--- src/ohlc_period_bar_aggregator_defines.svh ---
`ifndef OHLC_PERIOD_BAR_AGGREGATOR_DEFINES_SVH
`define OHLC_PERIOD_BAR_AGGREGATOR_DEFINES_SVH

// same-cycle implication
`define OPBA_ASSERT_NOW(label, clk, rst_n, ante, cons) \
	label: assert property (@(posedge clk) disable iff (!rst_n) (ante) |-> (cons)) \
		else $error("%m: check failed");

// next-cycle implication
`define OPBA_ASSERT_NEXT(label, clk, rst_n, ante, cons) \
	label: assert property (@(posedge clk) disable iff (!rst_n) (ante) |=> (cons)) \
		else $error("%m: check failed");

`endif

--- src/opba_pkg.sv ---
package opba_pkg;

	localparam int PRICE_W = 40;
	localparam int YEAR_W  = 14;
	localparam int MONTH_W = 4;
	localparam int DAY_W   = 5;
	localparam int MODE_W  = 2;
	localparam int KEY_W   = 23;
	localparam int PUSH_W  = 2;

	localparam int N_PX     = 4;
	localparam int PX_OPEN  = 0;
	localparam int PX_HIGH  = 1;
	localparam int PX_LOW   = 2;
	localparam int PX_CLOSE = 3;

	localparam int QUEUE_DEPTH = 4;
	localparam int QPTR_W      = $clog2(QUEUE_DEPTH);
	localparam int QCNT_W      = $clog2(QUEUE_DEPTH + 1);

	localparam logic [MODE_W-1:0] MODE_WEEKLY  = 2'd1;
	localparam logic [MODE_W-1:0] MODE_MONTHLY = 2'd2;

	typedef struct packed {
		logic [YEAR_W-1:0]  year;
		logic [MONTH_W-1:0] month;
		logic [DAY_W-1:0]   day;
	} date_t;

	typedef struct packed {
		logic [QCNT_W-1:0] count;
		logic              room;
	} q_stat_t;

endpackage

--- src/ohlc_period_bar_aggregator.sv ---
// Results: a request taken pushes up to two results into the four-entry result queue,
// which absorbs both; the second follows the first on out_valid.
// Throughput: one request per cycle while in_stall is low, set by the seven-stage
// date/key pipeline feeding the group merge stage.
// Reset (arst_n low, asynchronous): pipeline empty, queue empty, no group open, daily mode.
`include "ohlc_period_bar_aggregator_defines.svh"

module ohlc_period_bar_aggregator
	import opba_pkg::*;
#(
	parameter int PRICE_WIDTH = PRICE_W
) (
	input  logic                    clk,
	input  logic                    arst_n,
	input  logic                    cfg_wr_en,
	input  logic [MODE_W-1:0]       cfg_wr_data,
	input  logic                    in_valid,
	output logic                    in_stall,
	input  logic [YEAR_W-1:0]       year,
	input  logic [MONTH_W-1:0]      month,
	input  logic [DAY_W-1:0]        day,
	input  logic [PRICE_WIDTH-1:0]  open_price,
	input  logic [PRICE_WIDTH-1:0]  high_price,
	input  logic [PRICE_WIDTH-1:0]  low_price,
	input  logic [PRICE_WIDTH-1:0]  close_price,
	input  logic                    final_bar,
	output logic                    out_valid,
	input  logic                    out_stall,
	output logic [YEAR_W-1:0]       bar_year,
	output logic [MONTH_W-1:0]      bar_month,
	output logic [DAY_W-1:0]        bar_day,
	output logic [PRICE_WIDTH-1:0]  bar_open,
	output logic [PRICE_WIDTH-1:0]  bar_high,
	output logic [PRICE_WIDTH-1:0]  bar_low,
	output logic [PRICE_WIDTH-1:0]  bar_close,
	output logic                    run_end
);

	logic [MODE_W-1:0] mode_q;

	date_t                             in_date;
	logic [N_PX-1:0][PRICE_WIDTH-1:0]  in_px;

	logic                              v_s7, fin_s7;
	date_t                             date_s7;
	logic [N_PX-1:0][PRICE_WIDTH-1:0]  px_s7;
	logic [KEY_W-1:0]                  key_s7;

	logic                              en, fire, grp_open;
	logic [PUSH_W-1:0]                 push_n;
	date_t                             a_date, b_date, head_date;
	logic [N_PX-1:0][PRICE_WIDTH-1:0]  a_px, b_px, head_px;
	logic                              a_end, b_end;
	q_stat_t                           q_stat;

	always_ff @(posedge clk or negedge arst_n) begin
		if (!arst_n) begin
			mode_q <= '0;
		end else if (cfg_wr_en) begin
			mode_q <= cfg_wr_data;
		end
	end

	always_comb begin
		in_date.year     = year;
		in_date.month    = month;
		in_date.day      = day;
		in_px[PX_OPEN]   = open_price;
		in_px[PX_HIGH]   = high_price;
		in_px[PX_LOW]    = low_price;
		in_px[PX_CLOSE]  = close_price;
	end

	assign fire     = v_s7 && q_stat.room;
	assign en       = !v_s7 || q_stat.room;
	assign in_stall = !en;

	opba_key_pipe #(
		.PRICE_WIDTH (PRICE_WIDTH)
	) u_key_pipe (
		.clk       (clk),
		.arst_n    (arst_n),
		.en        (en),
		.mode      (mode_q),
		.bar_valid (in_valid),
		.bar_date  (in_date),
		.bar_px    (in_px),
		.bar_fin   (final_bar),
		.valid_s7  (v_s7),
		.date_s7   (date_s7),
		.px_s7     (px_s7),
		.fin_s7    (fin_s7),
		.key_s7    (key_s7)
	);

	opba_merge #(
		.PRICE_WIDTH (PRICE_WIDTH)
	) u_merge (
		.clk      (clk),
		.arst_n   (arst_n),
		.fire     (fire),
		.mode     (mode_q),
		.date     (date_s7),
		.px       (px_s7),
		.fin      (fin_s7),
		.key      (key_s7),
		.push_n   (push_n),
		.a_date   (a_date),
		.a_px     (a_px),
		.a_end    (a_end),
		.b_date   (b_date),
		.b_px     (b_px),
		.b_end    (b_end),
		.grp_open (grp_open)
	);

	opba_out_queue #(
		.PRICE_WIDTH (PRICE_WIDTH)
	) u_out_queue (
		.clk       (clk),
		.arst_n    (arst_n),
		.push_n    (push_n),
		.a_date    (a_date),
		.a_px      (a_px),
		.a_end     (a_end),
		.b_date    (b_date),
		.b_px      (b_px),
		.b_end     (b_end),
		.stall     (out_stall),
		.valid     (out_valid),
		.head_date (head_date),
		.head_px   (head_px),
		.head_end  (run_end),
		.stat      (q_stat)
	);

	assign bar_year  = head_date.year;
	assign bar_month = head_date.month;
	assign bar_day   = head_date.day;
	assign bar_open  = head_px[PX_OPEN];
	assign bar_high  = head_px[PX_HIGH];
	assign bar_low   = head_px[PX_LOW];
	assign bar_close = head_px[PX_CLOSE];

	`OPBA_ASSERT_NOW(a_stall_has_result, clk, arst_n, in_stall, out_valid)
	`OPBA_ASSERT_NEXT(a_final_closes_group, clk, arst_n, fire && fin_s7, !grp_open)
	`OPBA_ASSERT_NOW(a_queue_bound, clk, arst_n, push_n != PUSH_W'(0), q_stat.room)

endmodule

--- src/opba_key_pipe.sv ---
module opba_key_pipe
	import opba_pkg::*;
#(
	parameter int PRICE_WIDTH = PRICE_W
) (
	input  logic                              clk,
	input  logic                              arst_n,
	input  logic                              en,
	input  logic [MODE_W-1:0]                 mode,
	input  logic                              bar_valid,
	input  date_t                             bar_date,
	input  logic [N_PX-1:0][PRICE_WIDTH-1:0]  bar_px,
	input  logic                              bar_fin,
	output logic                              valid_s7,
	output date_t                             date_s7,
	output logic [N_PX-1:0][PRICE_WIDTH-1:0]  px_s7,
	output logic                              fin_s7,
	output logic [KEY_W-1:0]                  key_s7
);

	localparam int YADJ_W      = 15;
	localparam int ERA_W       = 6;
	localparam int YOE_W       = 9;
	localparam int DD_W        = 9;
	localparam int DOE_W       = 18;
	localparam int WQ_W        = 20;
	localparam int ERA_RECIP_W = 13;
	localparam int CENT_RCP_W  = 6;
	localparam int WEEK_RCP_W  = 24;
	localparam int ERA_PROD_W  = YADJ_W + ERA_RECIP_W;
	localparam int CENT_PROD_W = YOE_W + CENT_RCP_W;
	localparam int WEEK_PROD_W = KEY_W + WEEK_RCP_W;

	localparam int ERA_YEARS       = 400;
	localparam int ERA_DAYS        = 146097;
	localparam int YEAR_DAYS       = 365;
	localparam int ERA_RECIP       = 5243;
	localparam int ERA_SH          = 21;
	localparam int CENT_RECIP      = 41;
	localparam int CENT_SH         = 12;
	localparam int WEEK_DAYS       = 7;
	localparam int WEEK_RECIP      = 9586981;
	localparam int WEEK_SH         = 26;
	localparam int MONDAY_BACK     = 2;
	localparam int MONTH_KEY_SCALE = 100;
	localparam logic [MONTH_W-1:0] LAST_SHIFTED_MONTH = 4'd2;

	typedef struct packed {
		date_t                             date;
		logic [N_PX-1:0][PRICE_WIDTH-1:0]  px;
		logic                              fin;
	} carry_t;

	function automatic logic [DD_W-1:0] month_offset(input logic [MONTH_W-1:0] m);
		logic [DD_W-1:0] r;
		case (m) inside
			4'd0, 4'd12: r = 9'd275;
			4'd1, 4'd13: r = 9'd306;
			4'd2, 4'd14: r = 9'd337;
			4'd3:        r = 9'd0;
			4'd4:        r = 9'd31;
			4'd5:        r = 9'd61;
			4'd6:        r = 9'd92;
			4'd7:        r = 9'd122;
			4'd8:        r = 9'd153;
			4'd9:        r = 9'd184;
			4'd10:       r = 9'd214;
			4'd11:       r = 9'd245;
			default:     r = 9'd367;
		endcase
		return r;
	endfunction

	logic v_s1, v_s2, v_s3, v_s4, v_s5, v_s6, v_s7;
	carry_t c_s1, c_s2, c_s3, c_s4, c_s5, c_s6, c_s7;

	logic [YADJ_W-1:0] y_s2;
	logic [ERA_W-1:0]  era_s2;
	logic [DD_W-1:0]   dd_s2, dd_s3;
	logic [YOE_W-1:0]  yoe_s3;
	logic [KEY_W-1:0]  era_days_s3, era_days_s4;
	logic [DOE_W-1:0]  doe1_s4;
	logic [KEY_W-1:0]  x_s5;
	logic [WQ_W-1:0]   q_s6;

	logic [YADJ_W-1:0]      y_adj;
	logic [ERA_PROD_W-1:0]  era_prod;
	logic [DD_W-1:0]        dd;
	logic [YADJ_W-1:0]      yoe_full;
	logic [KEY_W-1:0]       era_days;
	logic [CENT_PROD_W-1:0] cent_prod;
	logic [DOE_W-1:0]       doe1;
	logic [KEY_W-1:0]       x;
	logic [WEEK_PROD_W-1:0] week_prod;
	logic [KEY_W-1:0]       wkey, mkey, key;

	always_comb begin
		y_adj    = YADJ_W'(c_s1.date.year) + YADJ_W'(ERA_YEARS)
			- YADJ_W'(c_s1.date.month <= LAST_SHIFTED_MONTH);
		era_prod = ERA_PROD_W'(y_adj) * ERA_PROD_W'(ERA_RECIP);
		dd       = month_offset(c_s1.date.month) + DD_W'(c_s1.date.day);
	end

	always_comb begin
		yoe_full = y_s2 - YADJ_W'(era_s2) * YADJ_W'(ERA_YEARS);
		era_days = KEY_W'(era_s2) * KEY_W'(ERA_DAYS);
	end

	always_comb begin
		cent_prod = CENT_PROD_W'(yoe_s3) * CENT_PROD_W'(CENT_RECIP);
		doe1      = DOE_W'(yoe_s3) * DOE_W'(YEAR_DAYS) + DOE_W'(yoe_s3[YOE_W-1:2])
			- DOE_W'(cent_prod[CENT_PROD_W-1:CENT_SH]) + DOE_W'(dd_s3);
	end

	assign x = era_days_s4 + KEY_W'(doe1_s4) + KEY_W'(1);

	assign week_prod = WEEK_PROD_W'(x_s5) * WEEK_PROD_W'(WEEK_RECIP);

	always_comb begin
		wkey = KEY_W'(q_s6) * KEY_W'(WEEK_DAYS) - KEY_W'(MONDAY_BACK);
		mkey = KEY_W'(c_s6.date.year) * KEY_W'(MONTH_KEY_SCALE) + KEY_W'(c_s6.date.month);
		key  = (mode == MODE_WEEKLY) ? wkey : mkey;
	end

	always_ff @(posedge clk or negedge arst_n) begin
		if (!arst_n) begin
			v_s1 <= 1'b0;
			v_s2 <= 1'b0;
			v_s3 <= 1'b0;
			v_s4 <= 1'b0;
			v_s5 <= 1'b0;
			v_s6 <= 1'b0;
			v_s7 <= 1'b0;
		end else if (en) begin
			v_s1 <= bar_valid;
			v_s2 <= v_s1;
			v_s3 <= v_s2;
			v_s4 <= v_s3;
			v_s5 <= v_s4;
			v_s6 <= v_s5;
			v_s7 <= v_s6;
		end
	end

	always_ff @(posedge clk) begin
		if (en) begin
			c_s1        <= '{date: bar_date, px: bar_px, fin: bar_fin};
			c_s2        <= c_s1;
			c_s3        <= c_s2;
			c_s4        <= c_s3;
			c_s5        <= c_s4;
			c_s6        <= c_s5;
			c_s7        <= c_s6;
			y_s2        <= y_adj;
			era_s2      <= era_prod[ERA_SH +: ERA_W];
			dd_s2       <= dd;
			dd_s3       <= dd_s2;
			yoe_s3      <= yoe_full[YOE_W-1:0];
			era_days_s3 <= era_days;
			era_days_s4 <= era_days_s3;
			doe1_s4     <= doe1;
			x_s5        <= x;
			q_s6        <= week_prod[WEEK_SH +: WQ_W];
			key_s7      <= key;
		end
	end

	assign valid_s7 = v_s7;
	assign date_s7  = c_s7.date;
	assign px_s7    = c_s7.px;
	assign fin_s7   = c_s7.fin;

endmodule

--- src/opba_merge.sv ---
module opba_merge
	import opba_pkg::*;
#(
	parameter int PRICE_WIDTH = PRICE_W
) (
	input  logic                              clk,
	input  logic                              arst_n,
	input  logic                              fire,
	input  logic [MODE_W-1:0]                 mode,
	input  date_t                             date,
	input  logic [N_PX-1:0][PRICE_WIDTH-1:0]  px,
	input  logic                              fin,
	input  logic [KEY_W-1:0]                  key,
	output logic [PUSH_W-1:0]                 push_n,
	output date_t                             a_date,
	output logic [N_PX-1:0][PRICE_WIDTH-1:0]  a_px,
	output logic                              a_end,
	output date_t                             b_date,
	output logic [N_PX-1:0][PRICE_WIDTH-1:0]  b_px,
	output logic                              b_end,
	output logic                              grp_open
);

	logic                              open_q;
	logic [KEY_W-1:0]                  key_q;
	date_t                             date_q;
	logic [N_PX-1:0][PRICE_WIDTH-1:0]  gpx_q;

	logic                              pass, close, merged;
	logic [N_PX-1:0][PRICE_WIDTH-1:0]  gpx_n;
	logic [PUSH_W-1:0]                 n;

	always_comb begin
		pass   = (mode != MODE_WEEKLY) && (mode != MODE_MONTHLY);
		close  = open_q && (key != key_q);
		merged = open_q && !close;

		gpx_n[PX_OPEN]  = merged ? gpx_q[PX_OPEN] : px[PX_OPEN];
		gpx_n[PX_HIGH]  = (merged && (gpx_q[PX_HIGH] >= px[PX_HIGH])) ? gpx_q[PX_HIGH]
			: px[PX_HIGH];
		gpx_n[PX_LOW]   = (merged && (gpx_q[PX_LOW] <= px[PX_LOW])) ? gpx_q[PX_LOW]
			: px[PX_LOW];
		gpx_n[PX_CLOSE] = px[PX_CLOSE];
	end

	always_comb begin
		a_date = date_q;
		a_px   = gpx_q;
		b_date = date;
		b_px   = px;
		n      = PUSH_W'(0);
		if (pass) begin
			if (open_q) begin
				n = PUSH_W'(2);
			end else begin
				n      = PUSH_W'(1);
				a_date = date;
				a_px   = px;
			end
		end else if (close && fin) begin
			n    = PUSH_W'(2);
			b_px = gpx_n;
		end else if (close) begin
			n = PUSH_W'(1);
		end else if (fin) begin
			n      = PUSH_W'(1);
			a_date = date;
			a_px   = gpx_n;
		end
	end

	assign push_n   = fire ? n : PUSH_W'(0);
	assign a_end    = (n == PUSH_W'(1));
	assign b_end    = 1'b1;
	assign grp_open = open_q;

	always_ff @(posedge clk or negedge arst_n) begin
		if (!arst_n) begin
			open_q <= 1'b0;
		end else if (fire) begin
			open_q <= !pass && !fin;
		end
	end

	always_ff @(posedge clk) begin
		if (fire) begin
			key_q  <= key;
			date_q <= date;
			gpx_q  <= gpx_n;
		end
	end

endmodule

--- src/opba_out_queue.sv ---
module opba_out_queue
	import opba_pkg::*;
#(
	parameter int PRICE_WIDTH = PRICE_W
) (
	input  logic                              clk,
	input  logic                              arst_n,
	input  logic [PUSH_W-1:0]                 push_n,
	input  date_t                             a_date,
	input  logic [N_PX-1:0][PRICE_WIDTH-1:0]  a_px,
	input  logic                              a_end,
	input  date_t                             b_date,
	input  logic [N_PX-1:0][PRICE_WIDTH-1:0]  b_px,
	input  logic                              b_end,
	input  logic                              stall,
	output logic                              valid,
	output date_t                             head_date,
	output logic [N_PX-1:0][PRICE_WIDTH-1:0]  head_px,
	output logic                              head_end,
	output q_stat_t                           stat
);

	date_t                             date_q [QUEUE_DEPTH];
	logic [N_PX-1:0][PRICE_WIDTH-1:0]  px_q   [QUEUE_DEPTH];
	logic                              end_q  [QUEUE_DEPTH];

	logic [QPTR_W-1:0] wr_ptr_q, rd_ptr_q, wr_ptr_b;
	logic [QCNT_W-1:0] count_q;
	logic              pop;

	assign valid    = (count_q != QCNT_W'(0));
	assign pop      = valid && !stall;
	assign wr_ptr_b = wr_ptr_q + QPTR_W'(1);

	assign head_date = date_q[rd_ptr_q];
	assign head_px   = px_q[rd_ptr_q];
	assign head_end  = end_q[rd_ptr_q];

	assign stat.count = count_q;
	assign stat.room  = (count_q <= QCNT_W'(QUEUE_DEPTH - 2));

	always_ff @(posedge clk or negedge arst_n) begin
		if (!arst_n) begin
			wr_ptr_q <= '0;
			rd_ptr_q <= '0;
			count_q  <= '0;
		end else begin
			wr_ptr_q <= wr_ptr_q + QPTR_W'(push_n);
			if (pop) begin
				rd_ptr_q <= rd_ptr_q + QPTR_W'(1);
			end
			count_q <= count_q + QCNT_W'(push_n) - QCNT_W'(pop);
		end
	end

	always_ff @(posedge clk) begin
		if (push_n != PUSH_W'(0)) begin
			date_q[wr_ptr_q] <= a_date;
			px_q[wr_ptr_q]   <= a_px;
			end_q[wr_ptr_q]  <= a_end;
		end
		if (push_n == PUSH_W'(2)) begin
			date_q[wr_ptr_b] <= b_date;
			px_q[wr_ptr_b]   <= b_px;
			end_q[wr_ptr_b]  <= b_end;
		end
	end

endmodule
--- config.mk ---
export PLATFORM = sky130hd
export DESIGN_NAME = ohlc_period_bar_aggregator
export DESIGN_NICKNAME = d
export VERILOG_FILES = /design/src/opba_pkg.sv /design/src/ohlc_period_bar_aggregator.sv /design/src/opba_key_pipe.sv /design/src/opba_merge.sv /design/src/opba_out_queue.sv
export VERILOG_INCLUDE_DIRS = /design/src /design/src/src
export SDC_FILE = /design/constraint.sdc
export NUM_CORES = 2
export LEC_CHECK = 0
export CORE_MARGIN = 3
export CORE_UTILIZATION = 50
export CTS_BUF_LIST = sky130_fd_sc_hd__clkbuf_4
export CTS_CLUSTER_DIAMETER = 30
export DETAILED_ROUTE_END_ITERATION = 8
export DONT_BUFFER_PORTS = 1
export GPL_ROUTABILITY_DRIVEN = 0
export SKIP_LAST_GASP = 1
export SYNTH_ARGS = -nofsm -noshare
export SYNTH_HDL_FRONTEND = slang
export SYNTH_HIERARCHICAL = 1
export SYNTH_SLANG_ARGS = --single-unit
export TNS_END_PERCENT = 5
--- constraint.sdc ---
create_clock -name clk -period 53.7 [get_ports clk]
set_input_delay 10.74 -clock clk [delete_from_list [all_inputs] [get_ports clk]]
set_output_delay 10.74 -clock clk [all_outputs]
set_load 0.005 [all_outputs]
# Word level (Yosys, flattened, before mapping)
# Memories as Yosys holds them, arrays and structs flattened.
# Cells that the tools add are included.
# classes
n_shift,0
n_eq_ne,20
n_addsub,16
n_div,0
n_mul,8
muxes,38
reduce_logical,22
bitwise,0
order_cmp,4
# op_table
op,n
160-bit 2-to-1 mux,5
120-bit 2-to-1 mux,2
23-bit 2-to-1 mux,6
40-bit 2-to-1 mux,3
9-bit 2-to-1 mux,12
"23-bit by 24-bit multiplier with 46-bit output, second input constant",1
40-bit >= comparator,1
40-bit <= comparator,1
"4-bit equality test, second input constant",7
"15-bit by 13-bit multiplier with 27-bit output, second input constant",1
"23-bit by 1-bit adder with 23-bit output, second input constant",1
23-bit by 18-bit adder with 23-bit output,1
"20-bit by 3-bit multiplier with 23-bit output, second input constant",1
"6-bit by 18-bit multiplier with 23-bit output, second input constant",1
23-bit != test,1
"23-bit by 2-bit subtractor with 23-bit output, second input constant",1
21-bit by 4-bit adder with 22-bit output,1
"14-bit by 5-bit multiplier with 19-bit output, second input constant",1
18-bit by 7-bit adder with 18-bit output,1
18-bit by 9-bit adder with 18-bit output,1
"9-bit by 9-bit multiplier with 18-bit output, second input constant",1
18-bit by 3-bit subtractor with 18-bit output,1
"4-bit by 3-bit equality test with 1-bit output, second input constant",4
"14-bit by 9-bit adder with 15-bit output, second input constant",1
26 further kinds,52
# word_totals
output_inout_bits,186
register_bits,1683
rom_bits,0
ramBits,736
mem_count,3
latch_bits,0
# memory_table
memory,words,width,rd,rd_ports_with_merged_regs,wr,line_no,source
u_out_queue.px_q,4,160,1,0,2,opba_out_queue.sv:24,logic [N_PX-1:0][PRICE_WIDTH-1:0] px_q [QUEUE_DEPTH];
u_out_queue.date_q,4,23,1,0,2,opba_out_queue.sv:23,date_t date_q [QUEUE_DEPTH];
u_out_queue.end_q,4,1,1,0,2,opba_out_queue.sv:25,logic end_q [QUEUE_DEPTH];

# Logic depth before layout (Yosys ltp)
# depth
word_depth,14
mapped_depth,35

# Hierarchy
# Netlist, hierarchy kept.
# by_module_without_submodules
mod,area_per_inst_um2,seq_area_each_um2,cells_per_inst,n_inst
opba_key_pipe,63133.0,44017.2,3605,1
opba_out_queue,35766.8,22276.4,1822,1
opba_merge,14138.6,6211.0,1168,1
ohlc_period_bar_aggregator,98.8,50.0,7,1

# Worst setup path before layout
# OpenSTA, ideal clock, no wires.
# synth_path
path_type,register to register
startpoint,register u_out_queue.count_q[1]
endpoint,"register u_key_pipe/c_s1[0] (netlist bit), enable pin"
arrival_time_ns,35.703
path_stages_with_launch,3
n_path_buf,0
required_ns,51.582
slack_ns,15.879
period_less_slack_ns,37.821
path_cell_list,dfrtp_1 -> a21oi_1 -> nand2b_1
# synth_lines
element,line_no,source
"start, declared",opba_out_queue.sv:28,logic [QCNT_W-1:0] count_q;
"start signal, assigned",opba_out_queue.sv:52,count_q <= count_q + QCNT_W'(push_n) - QCNT_W'(pop);
"end signal, assigned",opba_key_pipe.sv:147,"c_s1 <= '{date: bar_date, px: bar_px, fin: bar_fin};"
"end, declared",opba_key_pipe.sv:75,"carry_t c_s1, c_s2, c_s3, c_s4, c_s5, c_s6, c_s7;"

# Worst setup path in the final report
# layout_path
startpoint,register u_out_queue.rd_ptr_q[0]
endpoint,output bar_high[20]
# layout_via
elab_chain_cells,1
# layout_lines
element,line_no,source
"start, declared",opba_out_queue.sv:27,"logic [QPTR_W-1:0] wr_ptr_q, rd_ptr_q, wr_ptr_b;"
"start signal, assigned",opba_out_queue.sv:50,rd_ptr_q <= rd_ptr_q + QPTR_W'(1);
memory 4 x 160 bit,--,
"end, declared",ohlc_period_bar_aggregator.sv:33,"output logic [PRICE_WIDTH-1:0] bar_high,"
# No other way between the ends.

==> results.toml <==
[layout]
nFillCells = 17800
postLayoutCellArea_mm2 = 0.124
multi_input_area_mm2 = 0.0367
final_util_pct = 55.5
drive_gt1_share_pct = 27.6
layout.nets = 8170
area_growth_pct = 9.75
regArea_mm2 = 0.0726

[routing]
routed_via_density = 5.36
drc_errors = 0
drt.antenna.violating_nets = 0
drt_first_pass_iters = 5
drt-initial-drc-count = 3495
wl_per_cell_um = 22.0
wl_um = 231000
vias = 56400

[clock_network]
cts_resized = 0
holdBufCountCts = 0
clock_latency_ns = 1.38
post-cts-setup-buffer-count = 0
cts.reportedPaths.clkPinSlew_ns = 0.07
cts_max_level = 6
cts_root_buffer = "clkbuf_4"
cts.sinks = 2419
numCtsBuffers = 662
cts.path.max_buffers = 4
cts_tree = "yes"

[critical_path]
worstSetupPathType = "reg2out"
crit_required_ns = 42.96
path_max_fanout = 45
worstSetupEndpointType = "output pin"
r2r_end = "u_key_pipe/era_s2[5]$_DFFE_PP_"
cp-start-kind = "flip-flop"
cp_top_family = "buffers and inverters"
crit_top_cell = "buf_4"
cpPeakStageDelay_ns = 0.87
path_buf_inv = 2
crit_chain = "buf_4, buf_4, mux4_2"
slowest_stage = "dfrtp_4"
cp.arrival_ns = 4.61
reg2reg_depth = 31
r2r-start = "u_key_pipe/c_s1[167]$_DFFE_PP_"
r2r_setup_slack_ns = 44.33

[sta]
hold_viol_final = 0
rsz0062_at_grt = "false"
maxClockFrequency_mhz = 65.2
slew_headroom_pct = 17.3
tightestPinTransition_ns = 1.24
setup_viol = 0
skew_ns = 0.148
worst_hold_slack_ns = 0.314
slew_violations = 0
tns_ns = 0
fin_crit_sh_pct = 28.6
period_needed_ns = 15.35

[global_route]
grt_pass1_wl_um = 354000
grt_usage_pct = 20.1
grt_overflow = 0
grt_start_max_net_pins = 189
first_global_vias = 59300
antenna_found_initial = 93

[yosys]
syn-mean-instance-area_um2 = 17.1
yosys_warnings = 6
synth_area_mm2 = 0.113
synthFlopType = "edfxtp_1"
syn_inst = 6602
syn_nets = 7688
ys_ff_latch = 2419
synth_cell_types = 78
synth_edf_count = 2402
yosysSeqAreaShare_pct = 64.1
async_flop_share_pct = 0.703

[die]
num_io_pins = 377
dieArea_mm2 = 0.232
initial_core_util_pct = 50.6
core_mm2 = 0.224
die_h_um = 482
die_w_um = 482
placement_rows = 173

[placement]
place_area_mm2 = 0.116
io_buffers = 0
hpwlAfterDp_um = 147000

[hold_path]
min_to = "u_key_pipe/px_s7[96]$_DFFE_PP_"
holdPathStages = 0
worstHoldStart = "u_key_pipe/c_s6[97]$_DFFE_PP_"
hp-class = "reg2reg"

[run_status]
outcome = "complete, no violations"

[run]
cap_violations = 0
==> layout by cell type, fill, tap and decap left out, types with 62 or more instances in the layout <==
cell and count:
o21ai_0 74, mux2_1 369, a21oi_1 122, mux2_2 763
ha_1 629, xor2_1 68, xnor2_1 102, mux4_2 184
clkinv_1 74, nor2_1 95, inv_1 646, clkbuf_4 941
edfxtp_1 2402, buf_4 62, nand2_1 201, fa_1 266
==> state kept, by name, indices dropped and copies added, names as in the netlist, 160 cells and up <==
name and cells:
u_key_pipe/c_s6 184, u_key_pipe/c_s3 184, u_out_queue/px_q 640, u_merge/gpx_q 160, u_key_pipe/c_s2 184, u_key_pipe/c_s1 184, u_key_pipe/c_s5 184, u_key_pipe/px_s7 160
u_key_pipe/c_s4 184
==> worst reg2reg max path, delay by kind of cell, from the launching register on <==
| kind | cells | cell delay, ns |
|---|---|---|
| compound gates | 14 | 3.39 |
| flops | 1 | 0.70 |
| buf+inv | 3 | 0.16 |
| xor+xnor | 2 | 0.68 |
| fa+ha+maj | 9 | 3.46 |
| simple gates | 3 | 0.72 |
==> worst max-delay path by stage <==
stage                                         to                                 from  slack (ns)  depth (start not counted)
floorplan           u_key_pipe/c_s1[0]$_DFFE_PP_     u_out_queue/count_q[1]$_DFF_PN0_       15.88                          2
global placement                    bar_high[16]  u_out_queue/rd_ptr_q[0]$_DFFE_PN0P_       39.65                          3
detailed placement                  bar_high[18]  u_out_queue/rd_ptr_q[0]$_DFFE_PN0P_       39.56                          3
CTS                                 bar_high[18]  u_out_queue/rd_ptr_q[0]$_DFFE_PN0P_       37.99                          3
global route                        bar_high[19]  u_out_queue/rd_ptr_q[0]$_DFFE_PN0P_       37.78                          3
finish                              bar_high[20]  u_out_queue/rd_ptr_q[0]$_DFFE_PN0P_       38.35                          3
==> synth_stat cells (all sizes together), types with 8 or more instances <==
cell type  instances  area [um^2]
a21oi            127          643
ha               629         7870
nor2b             33          209
inv              646         2420
mux4             184         4140
nand3             42          210
a211oi            22          188
nor2              97          364
buf              220         1470
edfxtp          2402        72100
a31oi             11         68.8
nand2b            16          100
nand4             24          150
mux2            1134        12800
xnor2            102          893
a21boi             8         60.1
clkbuf            30          113
o21a              19          143
o21bai            11         82.6
a21o              53          398
fa               266         5330
and2               8         50.1
dfrtp             17          425
o21ai             76          380
nor4              16          115
nor3              29          150
nand2            202          758
xor2              68          596
o211ai            11         87.6
and3              12         75.1
or3                8         55.1
==> stage by stage <==
stage,setup WS [ns],instances
finish,38.35,10500
global route,37.78,10500
CTS,37.99,10500
detailed placement,39.56,9395
global placement,39.65,9395
floorplan,15.88,6602
==> layout make-up <==
class	count	area share, %
flip-flops and latches	2419	58.4
multi-input cells	3287	29.6
clock inverters	139	0.769
inverters	646	1.95
well taps	2975	3.00
repair buffers	68	0.472
diodes	47	0.0947
clock buffers	941	5.69
==> layer usage <==
metal / share of wire (%) / GRT usage, %
met2: 45 / 30.3
met3: 6.9 / 5.69
met1: 46 / 28.3
met4: 2.4 / 6.38
met5: 0.14 / 0
==> kinds of logic after synthesis <==
| kind of cell | count (synthesis) | share of synthesized area (%) |
|---|---|---|
| XOR/XNOR | 170 | 1.32 |
| flip-flops | 2419 | 64.1 |
| buffers and inverters | 896 | 3.54 |
| adder cells (fa/ha/maj) | 895 | 11.7 |
| AND/OR/NAND/NOR | 508 | 2.12 |
| other | 1 | 0.00331 |
| multiplexers | 1323 | 15.0 |
| AO/OA/AOI/OAI | 390 | 2.23 |
Power is left out: the tool's default activity adds up to more than one toggle a clock period on the data nets, which glitch-free logic cannot reach.
